File: src/hdl/crt_pkg.sv
`default_nettype none

package crt_pkg;

   localparam int TGT_W   = 256;
   localparam int BPS     = 2;
   localparam int NSTAGE  = TGT_W / BPS;
   localparam int MANT_W  = 23;
   localparam int PROD_W  = 87;
   localparam int REM_W   = 25;

   localparam logic [30:0] HEIGHT_SWITCH = 31'd10000;

   localparam logic [1:0] POS_NONE   = 2'd0;
   localparam logic [1:0] POS_FIRST  = 2'd1;
   localparam logic [1:0] POS_SECOND = 2'd2;
   localparam logic [1:0] POS_FULL   = 2'd3;

   localparam logic [2:0] REG_WORK_LIMIT     = 3'd0;
   localparam logic [2:0] REG_STAKE_LIMIT    = 3'd1;
   localparam logic [2:0] REG_SPACING_FIRST  = 3'd2;
   localparam logic [2:0] REG_SPACING_SECOND = 3'd3;
   localparam logic [2:0] REG_TIMESPAN       = 3'd4;

   localparam logic [31:0] RST_WORK_LIMIT  = 32'd486604799;
   localparam logic [31:0] RST_STAKE_LIMIT = 32'd486604799;
   localparam logic [15:0] RST_SPACING     = 16'd60;
   localparam logic [23:0] RST_TIMESPAN    = 24'd1200;

   typedef struct packed {
      logic        started;
      logic        cap;
      logic [4:0]  kb;
      logic [23:0] win;
   } crt_trk_type;

   typedef struct packed {
      logic               valid;
      logic               full;
      logic               hf;
      logic [REM_W-1:0]   d;
      logic [REM_W-1:0]   rem;
      logic [PROD_W-1:0]  dv;
      logic [7:0]         gap;
      logic [MANT_W-1:0]  lsr;
      logic [7:0]         lgap;
      logic               gt;
      logic               lt;
      crt_trk_type        qtrk;
      crt_trk_type        ltrk;
   } crt_stage_type;

   typedef struct packed {
      logic [31:0]             work_limit;
      logic [31:0]             stake_limit;
      logic [1:0][63:0]        base;
      logic [1:0][REM_W-1:0]   d;
      logic [1:0][15:0]        sp;
   } crt_cfg_type;

   function automatic crt_trk_type trk_step(input crt_trk_type t, input logic b,
                                            input logic [7:0] pos);
      crt_trk_type r;
      r = t;
      if (!r.cap) begin
         r.win = {r.win[22:0], b};
      end
      if (!r.started && b) begin
         r.started = 1'b1;
         r.kb      = pos[7:3];
      end
      if (r.started && !r.cap && (pos[2:0] == 3'd0)
          && (({1'b0, pos[7:3]} + 6'd2) == {1'b0, r.kb})) begin
         r.cap = 1'b1;
      end
      return r;
   endfunction

   function automatic logic [31:0] trk_encode(input crt_trk_type t);
      logic [23:0] c;
      logic [7:0]  size;
      c    = t.win;
      size = {3'd0, t.kb} + 8'd1;
      if (!t.cap) begin
         c = (t.kb == 5'd0) ? {t.win[7:0], 16'd0} : {t.win[15:0], 8'd0};
      end
      if (c[23]) begin
         c    = c >> 8;
         size = size + 8'd1;
      end
      if (!t.started) begin
         return 32'd0;
      end
      return {size, 1'b0, c[22:0]};
   endfunction

endpackage

`default_nettype wire

File: src/hdl/crt_cfg.sv
`default_nettype none

module crt_cfg (
   input  logic                clock,
   input  logic                reset,
   input  logic                csr_we,
   input  logic [2:0]          csr_index,
   input  logic [31:0]         csr_wdata,
   output logic                cfg_ready,
   output crt_pkg::crt_cfg_type cfg
);
   import crt_pkg::*;

   typedef enum logic [3:0] {
      SEQ_LOAD    = 4'b0001,
      SEQ_DIVIDE  = 4'b0010,
      SEQ_PRODUCT = 4'b0100,
      SEQ_IDLE    = 4'b1000
   } seq_type;

   logic [31:0] work_ff, work_in;
   logic [31:0] stake_ff, stake_in;
   logic [15:0] sp1_ff, sp1_in;
   logic [15:0] sp2_ff, sp2_in;
   logic [23:0] span_ff, span_in;

   seq_type     state_ff, state_in;
   logic        sel_ff, sel_in;
   logic [4:0]  cnt_ff, cnt_in;
   logic [15:0] rem_ff, rem_in;
   logic [23:0] quo_ff, quo_in;
   logic [1:0][63:0]      base_ff, base_in;
   logic [1:0][REM_W-1:0] d_ff, d_in;

   logic [15:0] sp_eff1, sp_eff2, sp_cur;
   logic [16:0] rtrial;
   logic [39:0] prod;

   assign sp_eff1 = (sp1_ff == 16'd0) ? 16'd1 : sp1_ff;
   assign sp_eff2 = (sp2_ff == 16'd0) ? 16'd1 : sp2_ff;
   assign sp_cur  = sel_ff ? sp_eff2 : sp_eff1;
   assign prod    = quo_ff * sp_cur;

   always_comb begin
      work_in  = work_ff;
      stake_in = stake_ff;
      sp1_in   = sp1_ff;
      sp2_in   = sp2_ff;
      span_in  = span_ff;
      if (csr_we) begin
         unique case (csr_index)
            REG_WORK_LIMIT:     work_in  = csr_wdata;
            REG_STAKE_LIMIT:    stake_in = csr_wdata;
            REG_SPACING_FIRST:  sp1_in   = csr_wdata[15:0];
            REG_SPACING_SECOND: sp2_in   = csr_wdata[15:0];
            REG_TIMESPAN:       span_in  = csr_wdata[23:0];
            default: ;
         endcase
      end
   end

   always_comb begin
      state_in = state_ff;
      sel_in   = sel_ff;
      cnt_in   = cnt_ff;
      rem_in   = rem_ff;
      quo_in   = quo_ff;
      base_in  = base_ff;
      d_in     = d_ff;
      rtrial   = {rem_ff, quo_ff[23]};
      unique case (state_ff)
         SEQ_LOAD: begin
            rem_in   = 16'd0;
            quo_in   = span_ff;
            cnt_in   = 5'd0;
            state_in = SEQ_DIVIDE;
         end
         SEQ_DIVIDE: begin
            if (rtrial >= {1'b0, sp_cur}) begin
               rtrial = rtrial - {1'b0, sp_cur};
               quo_in = {quo_ff[22:0], 1'b1};
            end else begin
               quo_in = {quo_ff[22:0], 1'b0};
            end
            rem_in = rtrial[15:0];
            cnt_in = cnt_ff + 5'd1;
            if (cnt_ff == 5'd23) begin
               state_in = SEQ_PRODUCT;
            end
         end
         SEQ_PRODUCT: begin
            base_in[sel_ff] = (quo_ff == 24'd0) ? (64'd0 - {48'd0, sp_cur})
                                                : {24'd0, prod - {24'd0, sp_cur}};
            d_in[sel_ff]    = REM_W'(prod + {24'd0, sp_cur});
            if (sel_ff) begin
               state_in = SEQ_IDLE;
            end else begin
               sel_in   = 1'b1;
               state_in = SEQ_LOAD;
            end
         end
         SEQ_IDLE: ;
         default: state_in = SEQ_LOAD;
      endcase
      if (csr_we) begin
         state_in = SEQ_LOAD;
         sel_in   = 1'b0;
      end
   end

   always_ff @(posedge clock) begin
      if (reset) begin
         work_ff  <= RST_WORK_LIMIT;
         stake_ff <= RST_STAKE_LIMIT;
         sp1_ff   <= RST_SPACING;
         sp2_ff   <= RST_SPACING;
         span_ff  <= RST_TIMESPAN;
         state_ff <= SEQ_LOAD;
         sel_ff   <= 1'b0;
         cnt_ff   <= 5'd0;
      end else begin
         work_ff  <= work_in;
         stake_ff <= stake_in;
         sp1_ff   <= sp1_in;
         sp2_ff   <= sp2_in;
         span_ff  <= span_in;
         state_ff <= state_in;
         sel_ff   <= sel_in;
         cnt_ff   <= cnt_in;
      end
   end

   always_ff @(posedge clock) begin
      rem_ff  <= rem_in;
      quo_ff  <= quo_in;
      base_ff <= base_in;
      d_ff    <= d_in;
   end

   assign cfg_ready       = (state_ff == SEQ_IDLE);
   assign cfg.work_limit  = work_ff;
   assign cfg.stake_limit = stake_ff;
   assign cfg.base        = base_ff;
   assign cfg.d           = d_ff;
   assign cfg.sp          = {sp_eff2, sp_eff1};

endmodule

`default_nettype wire

File: config.mk
export PLATFORM = sky130hd
export DESIGN_NAME = crt_cfg
export DESIGN_NICKNAME = d
export VERILOG_FILES = /design/src/hdl/crt_pkg.sv /design/src/hdl/crt_cfg.sv
export SDC_FILE = /design/constraint.sdc
export NUM_CORES = 1
export LEC_CHECK = 0
export BUFFER_PORTS_ARGS = -buffer_cell sky130_fd_sc_hd__buf_2
export CORE_MARGIN = 2
export CORE_UTILIZATION = 61
export DETAILED_ROUTE_END_ITERATION = 10
export HOLD_SLACK_MARGIN = 0.12
export PLACE_DENSITY = 0.83
export SETUP_SLACK_MARGIN = 0.05
export SLEW_MARGIN = 20
export SYNTH_ARGS = -nofsm -noshare
export SYNTH_HDL_FRONTEND = slang
export SYNTH_SLANG_ARGS = --single-unit
File: constraint.sdc
create_clock -name clock -period 11.4 [get_ports clock]
set_input_delay 1.14 -clock clock [delete_from_list [all_inputs] [get_ports clock]]
set_output_delay 1.14 -clock clock [all_outputs]
set_load 0.05 [all_outputs]
After elaboration in Yosys (flattened, before gate mapping)
Cells that the tools add are included.
{"block": "op_classes", "n_addsub": 5, "multipliers": 1, "order_cmp": 3, "n_eq_ne": 10, "n_mux": 18, "n_bitwise": 1, "n_reduce_logical": 13}
{"operator": "128-bit bitwise mux", "count": 1}
{"operator": "64-bit 2-to-1 mux", "count": 2}
{"operator": "64-bit demux with 1-bit select", "count": 1}
{"operator": "16-bit 2-to-1 mux", "count": 4}
{"operator": "50-bit bitwise mux", "count": 1}
{"operator": "24-bit case mux with 2 select lines", "count": 1}
{"operator": "24-bit by 16-bit multiplier with 40-bit output", "count": 1}
{"operator": "40-bit by 16-bit subtractor with 40-bit output", "count": 1}
{"operator": "16-bit zero test", "count": 2}
{"operator": "16-bit case mux with 2 select lines", "count": 1}
{"operator": "25-bit by 16-bit adder with 25-bit output", "count": 1}
{"operator": "25-bit demux with 1-bit select", "count": 1}
{"operator": "25-bit 2-to-1 mux", "count": 1}
{"operator": "24-bit zero test", "count": 1}
{"operator": "17-bit by 16-bit >= comparator with 1-bit output", "count": 1}
{"operator": "1-bit by 16-bit subtractor with 17-bit output, first input constant", "count": 1}
{"operator": "4-bit case mux with 4 select lines", "count": 1}
{"operator": "16-bit subtractor", "count": 1}
{"operator": "2-bit AND reduction", "count": 6}
{"operator": "5-bit case mux with 2 select lines", "count": 1}
{"operator": "4-bit 2-to-1 mux", "count": 2}
{"operator": "3-bit by 2-bit == test with 1-bit output, second input constant", "count": 2}
{"operator": "5-bit by 1-bit adder with 5-bit output, second input constant", "count": 1}
{"operator": "5-bit == test, second input constant", "count": 1}
{"operator": "other kinds (15)", "count": 15}
{"block": "totals", "reg_bits": 348, "word_cells": 65}

Depth between registers and ports, before layout
{"block": "depth", "depth_word": 7, "mapped_depth": 36, "ltp_nobuf": 31}

Least setup slack after synthesis
OpenSTA, ideal clock, no wires.
{"block": "synth_timing", "path_type": "reg2reg", "start": "register sel_ff", "end": "register base_ff, in the netlist cfg[114], data pin", "arrival_time_ns": 8.500, "t_required_ns": 11.259, "setup_slack_ns": 2.759, "path_stages_with_launch": 35, "path_buffers": 7, "path_cell_list": "dfxtp_1 buf_1 buf_1 mux2_2 clkbuf_1 buf_1 nand2_1 fa_1 fa_1 inv_1 ha_1 inv_1 fa_1 fa_1 inv_1 fa_1 ha_1 clkbuf_1 o211ai_1 a21o_1 nand2_1 xor2_1 ha_1 buf_4 nor3_1 a311o_1 or3_1 o21bai_1 a21oi_1 o21bai_1 nand3_2 or4b_1 buf_2 or4_1 nand3_1"}
{"block": "synth_between", "elab_chain_cells": 5}
{"item": "start: declaration", "line": "crt_cfg.sv:28", "source": "logic sel_ff, sel_in;"}
{"item": "start signal: assignment", "line": "crt_cfg.sv:128", "source": "sel_ff <= sel_in;"}
{"item": "16-bit 2-to-1 mux, or another cell as far along", "line": "crt_cfg.sv:41", "source": "assign sp_cur = sel_ff ? sp_eff2 : sp_eff1;"}
{"item": "24-bit by 16-bit multiplier with 40-bit output / 1-bit logical AND (equally long branches)", "line": "crt_cfg.sv:42, crt_cfg.sv:92"}
{"item": "40-bit by 16-bit subtractor with 40-bit output / 64-bit 2-to-1 mux (equally long branches)", "line": "crt_cfg.sv:93, crt_cfg.sv:92"}
{"item": "64-bit 2-to-1 mux / 64-bit demux with 1-bit select (equally long branches)", "line": "crt_cfg.sv:92", "source": "base_in[sel_ff] = (quo_ff == 24'd0) ? (64'd0 - {48'd0, sp_cur})"}
{"item": "128-bit bitwise mux *", "line": "crt_cfg.sv:92"}
{"item": "end signal: assignment", "line": "crt_cfg.sv:136", "source": "base_ff <= base_in;"}
{"item": "end: declaration", "line": "crt_cfg.sv:32", "source": "logic [1:0][63:0] base_ff, base_in;"}
Mark *: on every way between the ends. The rest lies on a longest branch, timed or not.
A chain may end at the register's enable or synchronous reset.

Worst setup path after layout
Ends and elaborated chain as after synthesis.

==> impl_metrics.tcl <==
set metrics [dict create \
    max_slew.worst_pin.slew_ps 1060 \
    worst_path_most_repeated_cell "fa_1" \
    die_w_um 217 \
    crit_cells 28 \
    via_per_inst 5.80 \
    number_of_port_buffers 312 \
    critical_path_peak_fanout 27 \
    worstHoldEndpoint "span_ff[20]$_SDFFE_PP0P_" \
    grtUsageMet2 0.508 \
    layout-drive-gt1-share 0.134 \
    critical_path.startpoint_type "register" \
    design.portCount 313 \
    area.growth.synth_to_final_pct 8.41 \
    setup_violations 0 \
    post-synth-top-area-fraction 0.224 \
    grt_start_max_net_pins 127 \
    status "finished, final reports clean" \
    timing.critical_path.from "sel_ff$_SDFFE_PP0N_" \
    clk_slew_on_worst_s_h_paths_ps 60 \
    ys.warnings.count 0 \
    detail-route-antenna-nets 0 \
    worst-path-buf-inv 4 \
    maxClockFrequency_mhz 105 \
    timing.critical_path.to_type "register" \
    antennaDiodeCount 0 \
    cap_violations 0 \
    grt_pass1_wl_mm 115 \
    synth.top_cells.by_count "621 x nand2_1, 382 x inv_1, 309 x fa_1" \
    routed_wire_length_mm 71.1 \
    ir_worst_vdd_mv 0.254 \
    worst_hold_path_type "reg -> reg" \
    net-switching-power_uw 3750 \
    ys.flop_type "edfxtp_1" \
    buffers_inserted_by_post_cts_timing_repair 0 \
    clock_tree.root_cell "clkbuf_16" \
    cp_top_family "adder cells" \
    final_cells 3772 \
    cts_tree "done" \
    min_delay_path_depth 2 \
    clock_power_share 0.123 \
    initial_core_util 0.620 \
    placement_rows 77 \
    crit_path_top_delay_cell "dfxtp_1" \
    final.period_utilization 0.834 \
    reg2regPathDepth 28 \
    dp_hpwl_mm 53.4 \
    synth_async_sr_flop_share 0 \
    power.share.switching 0.478 \
    static_power_due_to_leakage_uw 0.0135 \
    antenna_found_initial 0 \
    synth_enable_flop_cells 172 \
    hold_path_startpoint "span_ff[20]$_SDFFE_PP0P_" \
    synth_seq_area_share 0.282 \
    ctsLongestPathBuffers 3 \
    grt_usage 0.306 \
    ctsResizeCount 0 \
    n_fill_cell 3434 \
    ctsHoldBuffers 0 \
    clock_latency_on_the_worst_skew_pair_ps 580 \
    crit_arrival_ps 9950 \
    crit-reg2reg-launch "sel_ff$_SDFFE_PP0N_" \
    cts-buffers-inserted 29 \
    p_per_area_nw_per_um2 263 \
    post-synth-top-count-cell "nand2_1" \
    die_height_um 217 \
    synth_area_per_cell_um2 9.08 \
    vias 21900 \
    timing.final.max_slew_violations 0 \
    design.final.nets 3665 \
    timing.max_slew.rel_slack 0.287 \
    timing.reg2reg.setup_slack_ps 1890 \
    synth_cell_types 89 \
    fin_crit_ps 9510 \
    core_region_area_um2 44400 \
    detail_route.iter0.violations 1868 \
    internal_power_uw 4090 \
    drc_errors 0 \
    rr_endpoint "cfg[114]$_DFFE_PP_" \
    p_comb_frac 0.661 \
    grt_pass1_vias 22400 \
    design.die.area_um2 46900 \
    syn-cell-area_um2 27600 \
    critPathMaxStageDelay_ps 910 \
    hold_viol 0 \
    synth.top_cells.by_area "fa_1 22%, edfxtp_1 19%, dfxtp_1 9.4%, nand2_1 8.5%, ha_1 7.3%" \
    met3_usage 0.0615 \
    dpl-instance-area_um2 28900 \
    drt_pass1_iterations 6 \
    numClockSinks 302 \
    grt_setup_unrepaired "false" \
    grt_util_met1 0.396 \
    max_h_tree_level 1 \
    seqPwrFrac 0.216 \
    synth-seq-cells 302 \
    worst_setup_path_type "reg -> reg" \
    synthDominantAreaCellType "fa_1" \
    synth.net_count 3544 \
    postLayoutCellArea_um2 29900 \
    wl_per_cell_um 18.9 \
    grt_overflow 0 \
    finalWeightedCongestion 0.948 \
    timing.setup.tns_ps 0 \
    placedCellCount 3718 \
    syn-instance-count 3036 \
    timing.clock.skew_ps 12.2 \
    grt_max_usage_layer "met2" \
    cp.required_ps 11840 \
]
[worst max-delay path by stage]
| stage | end | slack [ps] |
|---|---|---|
| 2_1_floorplan | cfg[114]$_DFFE_PP_ | 2760 |
| 3_3_place_gp | cfg[114]$_DFFE_PP_ | 2170 |
| 3_5_place_dp | cfg[114]$_DFFE_PP_ | 2030 |
| 4_1_cts | cfg[114]$_DFFE_PP_ | 1990 |
| 5_1_grt | cfg[114]$_DFFE_PP_ | 1430 |
| 6_report | cfg[114]$_DFFE_PP_ | 1890 |
[metrics by stage]
stage / hold WS [ps] / setup WS (ps) / total power [uW] / util
2_1_floorplan: 429 / 2760 / 5700 / -
3_3_place_gp: 440 / 2170 / 6660 / 0.650
3_5_place_dp: 447 / 2030 / 6820 / 0.650
4_1_cts: 456 / 1990 / 7810 / 0.672
5_1_grt: 473 / 1430 / 8490 / 0.673
6_report: 455 / 1890 / 7850 / 0.673
[metal layers]
metal	vias up	wire, um
met5	-	0
met4	0	2820
met3	195	6610
met2	1129	33100
met1	10600	28500
li1	9951	-
[registers in the layout, summed over array words and instances, names as in the netlist]
register and cells:
sel_ff 1, state_ff 4, cfg 132, sp1_ff 16, stake_ff 32, cnt_ff 5, quo_ff 24, span_ff 24
sp2_ff 16, work_ff 32, rem_ff 16
[layout make-up]
cell class | instances | area [um2] | share of cell area
Tap cell | 592 | 741 | 0.0248
Sequential cell | 302 | 7770 | 0.260
Timing Repair Buffer | 323 | 1650 | 0.0552
Clock inverter | 12 | 103 | 0.00343
Inverter | 382 | 1430 | 0.0480
Clock buffer | 42 | 868 | 0.0291
Multi-Input combinational cell | 2119 | 17300 | 0.579
[cells in the final DEF (no fill, tap or decap), types with 39 or more instances in the layout]
master	netlist	layout
nor3_1	39	39
xnor2_1	71	71
nand2_1	621	620
buf_2	13	311
nor2_1	124	122
edfxtp_1	172	172
nand3b_1	57	57
and2_1	139	138
ha_1	161	161
fa_1	309	309
a21oi_1	146	146
inv_1	382	383
o21ai_0	57	57
dfxtp_1	130	130
[kinds of logic (layout without fill, tap and decap cells)]
kind of cell,after synthesis,count (layout),synth area share
flops,302,302,0.282
xor+xnor,109,109,0.0352
fa+ha+maj,470,470,0.298
simple gates,1148,1148,0.196
mux,36,36,0.0138
compound gates,356,356,0.0842
buf+inv,615,759,0.0914
[power by group through the flow]
stage	combinational (uW)	sequential (uW)	clock, uW
floorplan	4020	1680	0
global placement	4960	1710	0
detailed placement	5110	1710	0
CTS	5140	1690	982
global route	5770	1690	1020
finish	5190	1690	968
[worst reg2reg max path: cells and delay by family (launching register included)]
kind	cells	cell delay (ps)
fa+ha+maj	8	3380
simple gates	8	2480
compound gates	6	1400
flops	1	910
mux	1	780
xor+xnor	1	230
buf+inv	4	200
(Power assumes the default switching activity.)
